==> src/hdl/crc8fd_pkg.sv <==
// crc8fd_pkg: shared constants, types and helpers of the crc-8 frame deframer
// used by every module under hdl/ but crc8fd_ram; depends on nothing else
package crc8fd_pkg;

    localparam int PAYLOAD_BYTES = 16;
    localparam int FRAME_BYTES   = PAYLOAD_BYTES + 4;
    localparam int PTR_W         = $clog2(FRAME_BYTES);
    localparam int FILL_W        = $clog2(FRAME_BYTES + 1);

    localparam int BYTE_W  = 8;
    localparam int CNT_W   = 5;
    localparam int IDX_W   = 4;
    localparam int TDATA_W = 56;

    // frame layout offsets
    localparam logic [PTR_W-1:0] OFF_CMD     = PTR_W'(1);
    localparam logic [PTR_W-1:0] OFF_LEN     = PTR_W'(2);
    localparam logic [PTR_W-1:0] OFF_PAYLOAD = PTR_W'(3);
    localparam logic [PTR_W-1:0] OFF_CRC     = PTR_W'(FRAME_BYTES - 1);

    localparam logic [BYTE_W-1:0] SYNC_RESET = 8'hBB;
    localparam logic [BYTE_W-1:0] POLY_RESET = 8'h07;

    // configuration register indexes
    localparam logic [0:0] CFG_SYNC = 1'b0;
    localparam logic [0:0] CFG_POLY = 1'b1;

    // result kinds
    localparam logic KIND_DATA    = 1'b0;
    localparam logic KIND_CRC_ERR = 1'b1;

    typedef enum logic [2:0] {
        S_IDLE,
        S_SCAN_RD,
        S_SCAN_CHK,
        S_CRC_RD,
        S_CRC_CHK,
        S_ERR,
        S_EMIT_RD,
        S_EMIT_LD
    } seq_state_t;

    typedef struct packed {
        logic              wr_en;
        logic [PTR_W-1:0]  wr_addr;
        logic [BYTE_W-1:0] wr_data;
        logic              rd_en;
        logic [PTR_W-1:0]  rd_addr;
    } ram_req_t;

    typedef struct packed {
        logic clear;
        logic step;
    } crc_ctl_t;

    typedef struct packed {
        logic [FILL_W-1:0] fill;
        logic              busy;
    } seq_status_t;

    typedef struct packed {
        logic              kind;
        logic [BYTE_W-1:0] command;
        logic [BYTE_W-1:0] length;
        logic [CNT_W-1:0]  payload_count;
        logic [IDX_W-1:0]  byte_index;
        logic [BYTE_W-1:0] payload_byte;
        logic [BYTE_W-1:0] computed_crc;
        logic [BYTE_W-1:0] received_crc;
        logic              last;
    } res_t;

    // circular window address, both operands below FRAME_BYTES
    function automatic logic [PTR_W-1:0] ring_add(input logic [PTR_W-1:0] a,
                                                   input logic [PTR_W-1:0] b);
        logic [PTR_W:0] s;
        s = {1'b0, a} + {1'b0, b};
        if (s >= (PTR_W+1)'(FRAME_BYTES)) begin
            s = s - (PTR_W+1)'(FRAME_BYTES);
        end
        return s[PTR_W-1:0];
    endfunction

endpackage

==> src/hdl/crc8fd_ram.sv <==
// crc8fd_ram: generic single write, single read synchronous ram
// read data registered; no package dependency
module crc8fd_ram #(
    parameter int DEPTH = 20,
    parameter int WIDTH = 8,
    parameter int AW    = 5
) (
    input  logic             aclk,
    input  logic             wr_en,
    input  logic [AW-1:0]    wr_addr,
    input  logic [WIDTH-1:0] wr_data,
    input  logic             rd_en,
    input  logic [AW-1:0]    rd_addr,
    output logic [WIDTH-1:0] rd_data
);

    logic [WIDTH-1:0] mem [DEPTH];

    always_ff @(posedge aclk) begin
        if (wr_en) begin
            mem[wr_addr] <= wr_data;
        end
    end

    always_ff @(posedge aclk) begin
        if (rd_en) begin
            rd_data <= mem[rd_addr];
        end
    end

endmodule

==> src/hdl/crc8fd_crc.sv <==
// crc8fd_crc: crc-8 accumulator, one byte per step, msb first
// depends on crc8fd_pkg
module crc8fd_crc (
    input  logic                        aclk,
    input  logic                        aresetn,
    input  crc8fd_pkg::crc_ctl_t        ctl,
    input  logic [crc8fd_pkg::BYTE_W-1:0] poly,
    input  logic [crc8fd_pkg::BYTE_W-1:0] data,
    output logic [crc8fd_pkg::BYTE_W-1:0] crc
);
    import crc8fd_pkg::*;

    logic [BYTE_W-1:0] crc_reg;
    logic [BYTE_W-1:0] crc_next;
    logic [BYTE_W-1:0] step_val;

    always_comb begin
        step_val = crc_reg ^ data;
        for (int k = 0; k < BYTE_W; k++) begin
            if (step_val[BYTE_W-1]) begin
                step_val = {step_val[BYTE_W-2:0], 1'b0} ^ poly;
            end else begin
                step_val = {step_val[BYTE_W-2:0], 1'b0};
            end
        end
    end

    always_comb begin
        priority if (ctl.clear) begin
            crc_next = '0;
        end else if (ctl.step) begin
            crc_next = step_val;
        end else begin
            crc_next = crc_reg;
        end
    end

    always_ff @(posedge aclk) begin
        if (!aresetn) begin
            crc_reg <= '0;
        end else begin
            crc_reg <= crc_next;
        end
    end

    assign crc = crc_reg;

endmodule

==> src/hdl/crc8fd_seq.sv <==
// crc8fd_seq: window sequencer: fill, sync scan, crc pass and result emission
// drives the window ram and the crc unit; depends on crc8fd_pkg
module crc8fd_seq (
    input  logic                          aclk,
    input  logic                          aresetn,
    input  logic                          s_tvalid,
    output logic                          s_tready,
    input  logic [crc8fd_pkg::BYTE_W-1:0] s_byte,
    input  logic [crc8fd_pkg::BYTE_W-1:0] sync_byte,
    output crc8fd_pkg::ram_req_t          ram_req,
    input  logic [crc8fd_pkg::BYTE_W-1:0] ram_rd_data,
    output crc8fd_pkg::crc_ctl_t          crc_ctl,
    input  logic [crc8fd_pkg::BYTE_W-1:0] crc_val,
    output logic                          m_tvalid,
    input  logic                          m_tready,
    output crc8fd_pkg::res_t              m_res,
    output crc8fd_pkg::seq_status_t       status
);
    import crc8fd_pkg::*;

    seq_state_t        state_reg, state_next;
    logic [PTR_W-1:0]  head_reg, head_next;
    logic [FILL_W-1:0] fill_reg, fill_next;
    logic [PTR_W-1:0]  off_reg, off_next;
    logic [IDX_W-1:0]  idx_reg, idx_next;
    logic [BYTE_W-1:0] cmd_reg, cmd_next;
    logic [BYTE_W-1:0] len_reg, len_next;
    logic [CNT_W-1:0]  cnt_reg, cnt_next;
    logic [BYTE_W-1:0] rcv_reg, rcv_next;
    res_t              out_reg, out_next;
    logic              out_valid_reg, out_valid_next;
    logic              out_free;
    logic              load;

    assign out_free = !out_valid_reg || m_tready;

    always_comb begin
        state_next = state_reg;
        head_next  = head_reg;
        fill_next  = fill_reg;
        off_next   = off_reg;
        idx_next   = idx_reg;
        cmd_next   = cmd_reg;
        len_next   = len_reg;
        cnt_next   = cnt_reg;
        rcv_next   = rcv_reg;
        out_next   = out_reg;
        load       = 1'b0;
        s_tready   = 1'b0;
        ram_req    = '0;
        crc_ctl    = '0;

        unique case (state_reg)
            S_IDLE: begin
                s_tready        = 1'b1;
                ram_req.wr_addr = ring_add(head_reg, PTR_W'(fill_reg));
                ram_req.wr_data = s_byte;
                if (s_tvalid) begin
                    ram_req.wr_en = 1'b1;
                    fill_next     = fill_reg + FILL_W'(1);
                    if (fill_reg == FILL_W'(FRAME_BYTES - 1)) begin
                        off_next   = '0;
                        state_next = S_SCAN_RD;
                    end
                end
            end
            S_SCAN_RD: begin
                ram_req.rd_en   = 1'b1;
                ram_req.rd_addr = ring_add(head_reg, off_reg);
                state_next      = S_SCAN_CHK;
            end
            S_SCAN_CHK: begin
                if (ram_rd_data == sync_byte) begin
                    if (off_reg == '0) begin
                        crc_ctl.clear = 1'b1;
                        off_next      = OFF_CMD;
                        state_next    = S_CRC_RD;
                    end else begin
                        // drop the bytes before the sync byte, wait for refill
                        head_next  = ring_add(head_reg, off_reg);
                        fill_next  = fill_reg - FILL_W'(off_reg);
                        state_next = S_IDLE;
                    end
                end else if (off_reg == OFF_CRC) begin
                    head_next  = '0;
                    fill_next  = '0;
                    state_next = S_IDLE;
                end else begin
                    off_next   = off_reg + PTR_W'(1);
                    state_next = S_SCAN_RD;
                end
            end
            S_CRC_RD: begin
                ram_req.rd_en   = 1'b1;
                ram_req.rd_addr = ring_add(head_reg, off_reg);
                state_next      = S_CRC_CHK;
            end
            S_CRC_CHK: begin
                if (off_reg == OFF_CMD) begin
                    cmd_next = ram_rd_data;
                end
                if (off_reg == OFF_LEN) begin
                    len_next = ram_rd_data;
                    cnt_next = (ram_rd_data > BYTE_W'(PAYLOAD_BYTES)) ?
                               CNT_W'(PAYLOAD_BYTES) : CNT_W'(ram_rd_data);
                end
                if (off_reg == OFF_CRC) begin
                    rcv_next = ram_rd_data;
                    idx_next = '0;
                    state_next = (crc_val == ram_rd_data) ? S_EMIT_RD : S_ERR;
                end else begin
                    crc_ctl.step = 1'b1;
                    off_next     = off_reg + PTR_W'(1);
                    state_next   = S_CRC_RD;
                end
            end
            S_ERR: begin
                if (out_free) begin
                    load                   = 1'b1;
                    out_next.kind          = KIND_CRC_ERR;
                    out_next.command       = cmd_reg;
                    out_next.length        = len_reg;
                    out_next.payload_count = cnt_reg;
                    out_next.byte_index    = '0;
                    out_next.payload_byte  = '0;
                    out_next.computed_crc  = crc_val;
                    out_next.received_crc  = rcv_reg;
                    out_next.last          = 1'b1;
                    // drop the leading sync byte only
                    head_next  = ring_add(head_reg, PTR_W'(1));
                    fill_next  = fill_reg - FILL_W'(1);
                    state_next = S_IDLE;
                end
            end
            S_EMIT_RD: begin
                ram_req.rd_en   = 1'b1;
                ram_req.rd_addr = ring_add(head_reg, OFF_PAYLOAD + PTR_W'(idx_reg));
                state_next      = S_EMIT_LD;
            end
            S_EMIT_LD: begin
                if (out_free) begin
                    load                   = 1'b1;
                    out_next.kind          = KIND_DATA;
                    out_next.command       = cmd_reg;
                    out_next.length        = len_reg;
                    out_next.payload_count = cnt_reg;
                    out_next.byte_index    = idx_reg;
                    out_next.payload_byte  = ram_rd_data;
                    out_next.computed_crc  = crc_val;
                    out_next.received_crc  = rcv_reg;
                    out_next.last          = (idx_reg == IDX_W'(PAYLOAD_BYTES - 1));
                    if (idx_reg == IDX_W'(PAYLOAD_BYTES - 1)) begin
                        head_next  = '0;
                        fill_next  = '0;
                        state_next = S_IDLE;
                    end else begin
                        idx_next   = idx_reg + IDX_W'(1);
                        state_next = S_EMIT_RD;
                    end
                end
            end
            default: begin
                state_next = S_IDLE;
            end
        endcase

        if (load) begin
            out_valid_next = 1'b1;
        end else if (m_tready) begin
            out_valid_next = 1'b0;
        end else begin
            out_valid_next = out_valid_reg;
        end
    end

    always_ff @(posedge aclk) begin
        if (!aresetn) begin
            state_reg     <= S_IDLE;
            head_reg      <= '0;
            fill_reg      <= '0;
            out_valid_reg <= 1'b0;
        end else begin
            state_reg     <= state_next;
            head_reg      <= head_next;
            fill_reg      <= fill_next;
            out_valid_reg <= out_valid_next;
        end
    end

    always_ff @(posedge aclk) begin
        off_reg <= off_next;
        idx_reg <= idx_next;
        cmd_reg <= cmd_next;
        len_reg <= len_next;
        cnt_reg <= cnt_next;
        rcv_reg <= rcv_next;
        out_reg <= out_next;
    end

    assign m_tvalid    = out_valid_reg;
    assign m_res       = out_reg;
    assign status.fill = fill_reg;
    assign status.busy = (state_reg != S_IDLE);

endmodule

==> src/hdl/crc8_frame_deframer.sv <==
// crc8_frame_deframer: top level, config registers, window ram, crc unit, sequencer
// depends on crc8fd_pkg, crc8fd_ram, crc8fd_crc and crc8fd_seq
//
//  channel  | dir | tdata                 | tuser | tlast
//  ---------+-----+-----------------------+-------+-------------------
//  s_       | in  | rx_byte               | -     | -
//  m_       | out | see m_tdata below     | kind  | last
//  cfg_     | in  | write only: 0 sync_byte, 1 crc_polynomial
//
// a full window goes through a sync scan (each byte read through the ram read
// port), a crc pass, then result emission; no new byte is taken until that ends
// output stalls hold the sequencer in its error or emit state; reset is synchronous
// and empties the window, no clearing pass is needed
module crc8_frame_deframer (
    input  logic        aclk,
    input  logic        aresetn,
    input  logic        s_tvalid,
    output logic        s_tready,
    input  logic [7:0]  s_tdata,   // [7:0] rx_byte
    output logic        m_tvalid,
    input  logic        m_tready,
    // [7:0] command, [15:8] length, [20:16] payload_count, [24:21] byte_index,
    // [32:25] payload_byte, [40:33] computed_crc, [48:41] received_crc, zero above
    output logic [55:0] m_tdata,
    output logic        m_tuser,   // [0] kind
    output logic        m_tlast,
    input  logic        cfg_wr_en,
    input  logic        cfg_addr,
    input  logic [7:0]  cfg_wr_data
);
    import crc8fd_pkg::*;

    logic [BYTE_W-1:0] sync_reg;
    logic [BYTE_W-1:0] poly_reg;
    ram_req_t          ram_req;
    logic [BYTE_W-1:0] ram_rd_data;
    crc_ctl_t          crc_ctl;
    logic [BYTE_W-1:0] crc_val;
    res_t              res;
    seq_status_t       status;

    always_ff @(posedge aclk) begin
        if (!aresetn) begin
            sync_reg <= SYNC_RESET;
            poly_reg <= POLY_RESET;
        end else if (cfg_wr_en) begin
            unique case (cfg_addr)
                CFG_SYNC: sync_reg <= cfg_wr_data;
                CFG_POLY: poly_reg <= cfg_wr_data;
                default:  sync_reg <= sync_reg;
            endcase
        end
    end

    // reads and writes never share a cycle: writes happen only while idle
    crc8fd_ram #(
        .DEPTH(FRAME_BYTES),
        .WIDTH(BYTE_W),
        .AW   (PTR_W)
    ) u_ram (
        .aclk   (aclk),
        .wr_en  (ram_req.wr_en),
        .wr_addr(ram_req.wr_addr),
        .wr_data(ram_req.wr_data),
        .rd_en  (ram_req.rd_en),
        .rd_addr(ram_req.rd_addr),
        .rd_data(ram_rd_data)
    );

    crc8fd_crc u_crc (
        .aclk   (aclk),
        .aresetn(aresetn),
        .ctl    (crc_ctl),
        .poly   (poly_reg),
        .data   (ram_rd_data),
        .crc    (crc_val)
    );

    crc8fd_seq u_seq (
        .aclk       (aclk),
        .aresetn    (aresetn),
        .s_tvalid   (s_tvalid),
        .s_tready   (s_tready),
        .s_byte     (s_tdata),
        .sync_byte  (sync_reg),
        .ram_req    (ram_req),
        .ram_rd_data(ram_rd_data),
        .crc_ctl    (crc_ctl),
        .crc_val    (crc_val),
        .m_tvalid   (m_tvalid),
        .m_tready   (m_tready),
        .m_res      (res),
        .status     (status)
    );

    assign m_tdata = {7'd0, res.received_crc, res.computed_crc, res.payload_byte,
                      res.byte_index, res.payload_count, res.length, res.command};
    assign m_tuser = res.kind;
    assign m_tlast = res.last;

`ifndef SYNTHESIS
    a_fill_bound: assert property (@(posedge aclk) disable iff (!aresetn)
        s_tready |-> (status.fill < FILL_W'(FRAME_BYTES)))
        else $error("window fill out of range while taking bytes");

    a_err_single: assert property (@(posedge aclk) disable iff (!aresetn)
        (m_tvalid && (m_tuser == KIND_CRC_ERR)) |->
            (m_tlast && (m_tdata[40:33] != m_tdata[48:41])))
        else $error("error result not last or crc matches");

    a_data_crc_ok: assert property (@(posedge aclk) disable iff (!aresetn)
        (m_tvalid && (m_tuser == KIND_DATA)) |->
            ((m_tdata[40:33] == m_tdata[48:41]) &&
             (m_tlast == (m_tdata[24:21] == IDX_W'(PAYLOAD_BYTES - 1)))))
        else $error("payload result with bad crc or misplaced last");

    a_ready_idle: assert property (@(posedge aclk) disable iff (!aresetn)
        s_tready |-> !status.busy)
        else $error("request taken while sequencer busy");
`endif

endmodule

==> config.mk <==
export PLATFORM = sky130hd
export DESIGN_NAME = crc8_frame_deframer
export DESIGN_NICKNAME = d
export VERILOG_FILES = /design/src/hdl/crc8fd_pkg.sv /design/src/hdl/crc8fd_ram.sv /design/src/hdl/crc8fd_crc.sv /design/src/hdl/crc8fd_seq.sv /design/src/hdl/crc8_frame_deframer.sv
export SDC_FILE = /design/constraint.sdc
export NUM_CORES = 1
export LEC_CHECK = 0
export ABC_CLOCK_PERIOD_IN_PS = 5100
export BUFFER_PORTS_ARGS = -buffer_cell sky130_fd_sc_hd__buf_2
export CORE_MARGIN = 2
export CORE_UTILIZATION = 60
export DETAILED_ROUTE_END_ITERATION = 10
export GPL_ROUTABILITY_DRIVEN = 0
export PLACE_DENSITY_LB_ADDON = 0.05
export SLEW_MARGIN = 30
export SYNTH_ARGS = -nofsm -noshare
export SYNTH_HDL_FRONTEND = slang
export SYNTH_SLANG_ARGS = --single-unit
export TNS_END_PERCENT = 30
==> constraint.sdc <==
create_clock -name aclk -period 5.1 [get_ports aclk]
set_clock_uncertainty 0.1 [all_clocks]
set_input_delay 0.255 -clock aclk [delete_from_list [all_inputs] [get_ports aclk]]
set_output_delay 0.255 -clock aclk [all_outputs]
set_load 0.01 [all_outputs]
# Yosys cells after proc, flatten, opt, wreduce, memory -nomap -nowiden
# Memory sizes are Yosys's and may differ from the RTL's. A register that Yosys moved wholly into a read port is not among the register bits.
# Cells that the tools add are included.
# word_totals
ff_bits	127
mem_bits_rw	160
out_inout_bits	60
wordCells	164
memories	1
# op_classes
n_addsub	14
n_lt_le_gt_ge	5
n_eq_ne	24
muxes	63
n_bitwise	11
n_reduce_logical	24
# mem_list
memory	depth	word_bits	rd	rd_clocked_by_memory_dff	wr	line_no	source
u_ram.mem	20	8	1	1	1	crc8fd_ram.sv:17	logic [WIDTH-1:0] mem [DEPTH];
# op_table
op	n
$mux W51	2
$pmux W51 S2	1
$mux W5	19
$xor A8 B8 Y8	9
$mux W8	8
$pmux W5 S3	2
$ge A6 B5 Y1 const B	4
$pmux W3 S8	1
$pmux W5 S4	1
$sub A5 B5 Y5 const B	4
$add A5 B5 Y6	3
$mux W3	6
$eq A8 B8 Y1	2
$mux W1	14
$mux W14	1
$eq A3 B3 Y1 const B	4
$mux W4	3
$pmux W6 S2	1
$reduce_and A4 Y1	3
$add A5 B1 Y5 const B	2
$eq A5 B5 Y1 const B	2
$ne A2 B1 Y1 const B	5
$reduce_and A2 Y1	5
$gt A8 B5 Y1 const B	1
other kinds (27)	38

# Logic depth before layout (Yosys ltp)
# depth
depth_word	17
mapped_depth	19
mapped_depth_nobuf	18

# Modules after synthesis
# From an unflattened synthesis, not the netlist that was laid out.
# unflattened
hier_cells	1095
hier_area_um2	14471.4
# by_module_without_submodules
mod	instances	cells_per_inst	area_each_um2	seq_area_each_um2
crc8fd_ram	1	308	6562.5	5044.8
crc8fd_seq	1	464	5437.7	2952.8
crc8fd_crc	1	244	1776.7	160.2
crc8_frame_deframer	1	79	694.4	320.3

# Least setup slack after synthesis
# OpenSTA, ideal clock, no wires.
# synth_timing
path_type	register -> register
start	register u_seq.head_reg[1]
end	register u_ram.rd_data[0] (read register of u_ram.mem), data pin
setup_time_ps	268
arrival_ps	3626
setup_slack_ps	1106
stages_incl_launch_ff	19
path_buffers	2
cell_sequence	dfxtp_1 inv_1 ha_1 inv_1 ha_1 fa_1 xnor2_1 ha_1 nand2_1 a21boi_0 xnor2_1 o22a_1 clkbuf_1 buf_1 nand3_1 o21ai_0 o22ai_1 a221oi_1 o21ai_0
# synth_via
elab_chain_cells	4
word_cells_on_any_way	9
cone_classes	4 x add/sub; 2 x order compare; 3 x mux
# synth_rtl
item	line_no	source
start, declared	crc8fd_seq.sv:22	logic [PTR_W-1:0] head_reg, head_next;
start signal, assigned	crc8fd_seq.sv:184	head_reg <= head_next;
$add A5 B5 Y6	crc8fd_pkg.sv:77	s = {1'b0, a} + {1'b0, b};
$sub A5 B5 Y5 / $ge A6 B5 Y1 (equally long branches)	crc8fd_pkg.sv:79, crc8fd_pkg.sv:78	
$mux W5	crc8fd_pkg.sv:78	if (s >= (PTR_W+1)'(FRAME_BYTES)) begin
$pmux W6 S2 (*)	crc8fd_seq.sv:53	unique case (state_reg)
end, declared	crc8fd_ram.sv:14	output logic [WIDTH-1:0] rd_data
# Every way passes the cells marked *; elsewhere a longest branch is shown, timed or not.
# A chain may end at the register's enable or synchronous reset.

# Final worst setup path
# layout_timing
start	register u_seq.head_reg[1]
end	register u_ram.rd_data[2] (read register of u_ram.mem), data pin
# Same word-level chain as after synthesis.

==> out/results.tsv <==
metric	value	unit
ys_ff_latch	295	
synth_area_per_cell	11.3	um^2
crit_fanout	64	
largest_reg_flops	160	
htreeDepth	1	
rr_endpoint	u_ram.rd_data[2]$_DFFE_PN_	
worst-setup-path-type	flip-flop to flip-flop	
std_cell_rows	56	
setup_viol	0	
grt-ovfl-total	0	
arrival	4640	ps
via_per_inst	5.86	
drtIter0Drc	910	
synth_edf_count	257	
period_needed	4480	ps
use_met1	36.7	%
drt_first_pass_iters	7	
ff2ff_setup_slack	620	ps
max_slew.worst_pin.slew	928	ps
yosys_warnings	0	
initial_core_util	61.1	%
grt_usage	26.3	%
use_met2	43.2	%
cts_buffer_depth	3	
relSlewSlack	38.1	%
fmax	0.223	GHz
finalHoldViolations	0	
fillCellCount	1833	
drive_gt1_share	11.0	%
maxSlewViolCount	0	
die-area	25100	um^2
antenna_found_initial	1	
grt_pass1_wl	50.5	mm
grt_pass1_vias	9270	
cts-resized-gates	0	
synth_cell_types	69	
layout_common_cells	edfxtp_1 (257), nand2_1 (232), nor2_1 (92), buf_2 (74), nand3_1 (66)	
cts_tree	done	
worstHoldStart	cfg_addr	
syn2layout_area_growth	12.0	%
io_buffers	74	
cts_buffers	30	
dieHeight	158	um
status	complete, no violations	
clkSlewWorstSetupHoldPaths	60	ps
max-cap-violations	0	
ios	82	
mostFrequentLayoutCell	edfxtp_1	
core_area	23400	um^2
die_w	158	um
top_usage_layer	met2	
p_leak	6.08	nW
ir_drop	293	uV
rsz0062_at_grt	no	
worstRegToRegCells	16	
synth_cells	1268	
pre_cts_slack	378	ps
postRouteAntennaNets	0	
vias	9893	
gr-usage-met3	3.27	%
cp_data_required_time	5250	ps
drc	0	
grt_max_degree	65	
fin_nets	1415	
place_hpwl	22.5	mm
critPathLaunchType	flip-flop	
hold_class	input port to flip-flop	
root_buffer	clkbuf_16	
synthArstFlopShare	0	%
power_density	308	nW/um^2
regMostFlops	u_ram.mem	
wirelength	32.6	mm
wl_per_cell	19.3	um
seq_area_frac_synth	59.3	%
syn_area	14300	um^2
min_to	sync_reg[6]$_SDFFE_PN0P_	
period_share	87.9	%
worstReg2RegStart	u_seq.head_reg[1]$_SDFFE_PN0P_	
synth_flop_cell	edfxtp_1	
num_antenna_cells	0	
setup_ws	615	ps
crit_path_end_kind	flip-flop	
clock-sinks	295	
whs	55.4	ps
final.setup.tns	0	ps
worstSkewPairLatency	550	ps
hold-path-cell-count	4	
-- power breakdown --
group,internal (mW),total (mW),leakage [nW],switching (mW)
clock,1.16,2.01,0.444,0.852
combinational,0.111,0.265,2.99,0.154
sequential,2.63,2.65,2.64,0.0192
total,3.90,4.93,6.08,1.03
-- how the worst max path moves through the flow --
stage / startpoint / endpoint / slack [ps] / cells after the start
after floorplan: u_seq.head_reg[1]$_SDFFE_PN0P_ / u_ram.rd_data[0]$_DFFE_PN_ / 1110 / 18
after global placement: u_seq.head_reg[1]$_SDFFE_PN0P_ / u_ram.rd_data[5]$_DFFE_PN_ / 600 / 16
after detailed placement: u_seq.head_reg[1]$_SDFFE_PN0P_ / u_ram.rd_data[3]$_DFFE_PN_ / 380 / 16
after CTS: u_seq.head_reg[1]$_SDFFE_PN0P_ / u_ram.rd_data[3]$_DFFE_PN_ / 350 / 16
after global routing: u_seq.head_reg[1]$_SDFFE_PN0P_ / u_ram.rd_data[3]$_DFFE_PN_ / 170 / 16
final: u_seq.head_reg[1]$_SDFFE_PN0P_ / u_ram.rd_data[2]$_DFFE_PN_ / 620 / 16
-- timing repair --
action	CTS	global route
endpoints found under the hold margin	16	0
hold buffers	10	0
buffers inserted	0	0
-- kinds of logic (layout without fill, tap and decap cells) --
kind of cell / after synthesis / after routing / synth area share [%]
simple gates: 506 / 506 / 16.0
flops: 295 / 295 / 59.3
compound gates: 221 / 221 / 10.4
buf+inv: 100 / 195 / 2.84
xor+xnor: 88 / 88 / 6.33
fa+ha+maj: 45 / 45 / 4.20
mux: 12 / 12 / 0.858
other cells: 1 / 7 / 0.0262
-- layout make-up --
type                            instances  area, um^2  share of cell area (%)
Tap cell                              319         399                    2.49
Inverter                               40         150                   0.938
Timing Repair Buffer                  102         606                    3.78
Clock buffer                           40         810                    5.06
Multi-Input combinational cell        879        5460                    34.1
Sequential cell                       295        8480                    53.0
Clock inverter                         13        96.3                   0.602
-- worst max-delay path, cell delays in order (launching register included) --
cell and delay [ps]:
dfxtp_1 500, inv_1 160, ha_1 300, inv_1 40
ha_1 210, fa_1 400, xnor2_1 280, ha_1 250
nand2_1 60, a21boi_0 350, xnor2_1 190, o22a_4 570
nand3_1 160, o21ai_0 130, o22ai_1 140, a221oi_1 240
o21ai_0 100
-- routing by layer --
layer / wire (um) / up-vias
li1: - / 4739
met1: 14200 / 4735
met2: 15300 / 351
met3: 2020 / 68
met4: 1130 / 0
met5: 0 / -
-- cells in the mapped netlist, types with 5 or more instances --
cell type / number / share of area, %
a211oi_1: 35 / 1.8
a21o_1: 17 / 0.89
a21oi_1: 38 / 1.3
a221oi_1: 9 / 0.55
a31oi_1: 17 / 0.74
and2_1: 44 / 1.9
and3_1: 19 / 0.83
buf_1: 5 / 0.13
buf_4: 7 / 0.37
clkbuf_1: 45 / 1.2
dfxtp_1: 38 / 5.3
edfxtp_1: 257 / 54
fa_1: 5 / 0.70
ha_1: 40 / 3.5
inv_1: 37 / 0.97
mux2i_1: 10 / 0.70
nand2_1: 232 / 6.1
nand3_1: 66 / 2.3
nand4_1: 10 / 0.44
nor2_1: 93 / 2.4
nor3_1: 9 / 0.32
nor4_1: 9 / 0.39
o211ai_1: 13 / 0.68
o21ai_0: 36 / 1.3
o21ai_1: 5 / 0.18
o22ai_1: 17 / 0.74
xnor2_1: 47 / 2.9
xor2_1: 30 / 1.8
-- metrics by stage --
step / power, mW / cells / utilization (%) / area (um^2)
6_report: 4.93 / 1688 / 68.4 / 16000
5_1_grt: 5.08 / 1688 / 68.4 / 16000
4_1_cts: 4.96 / 1688 / 68.3 / 16000
3_5_place_dp: 2.96 / 1625 / 64.1 / 15000
3_3_place_gp: 2.95 / 1625 / 64.1 / 15000
2_1_floorplan: 2.89 / 1274 / - / 14300
Note: power is estimated with default switching activity, not from simulation.
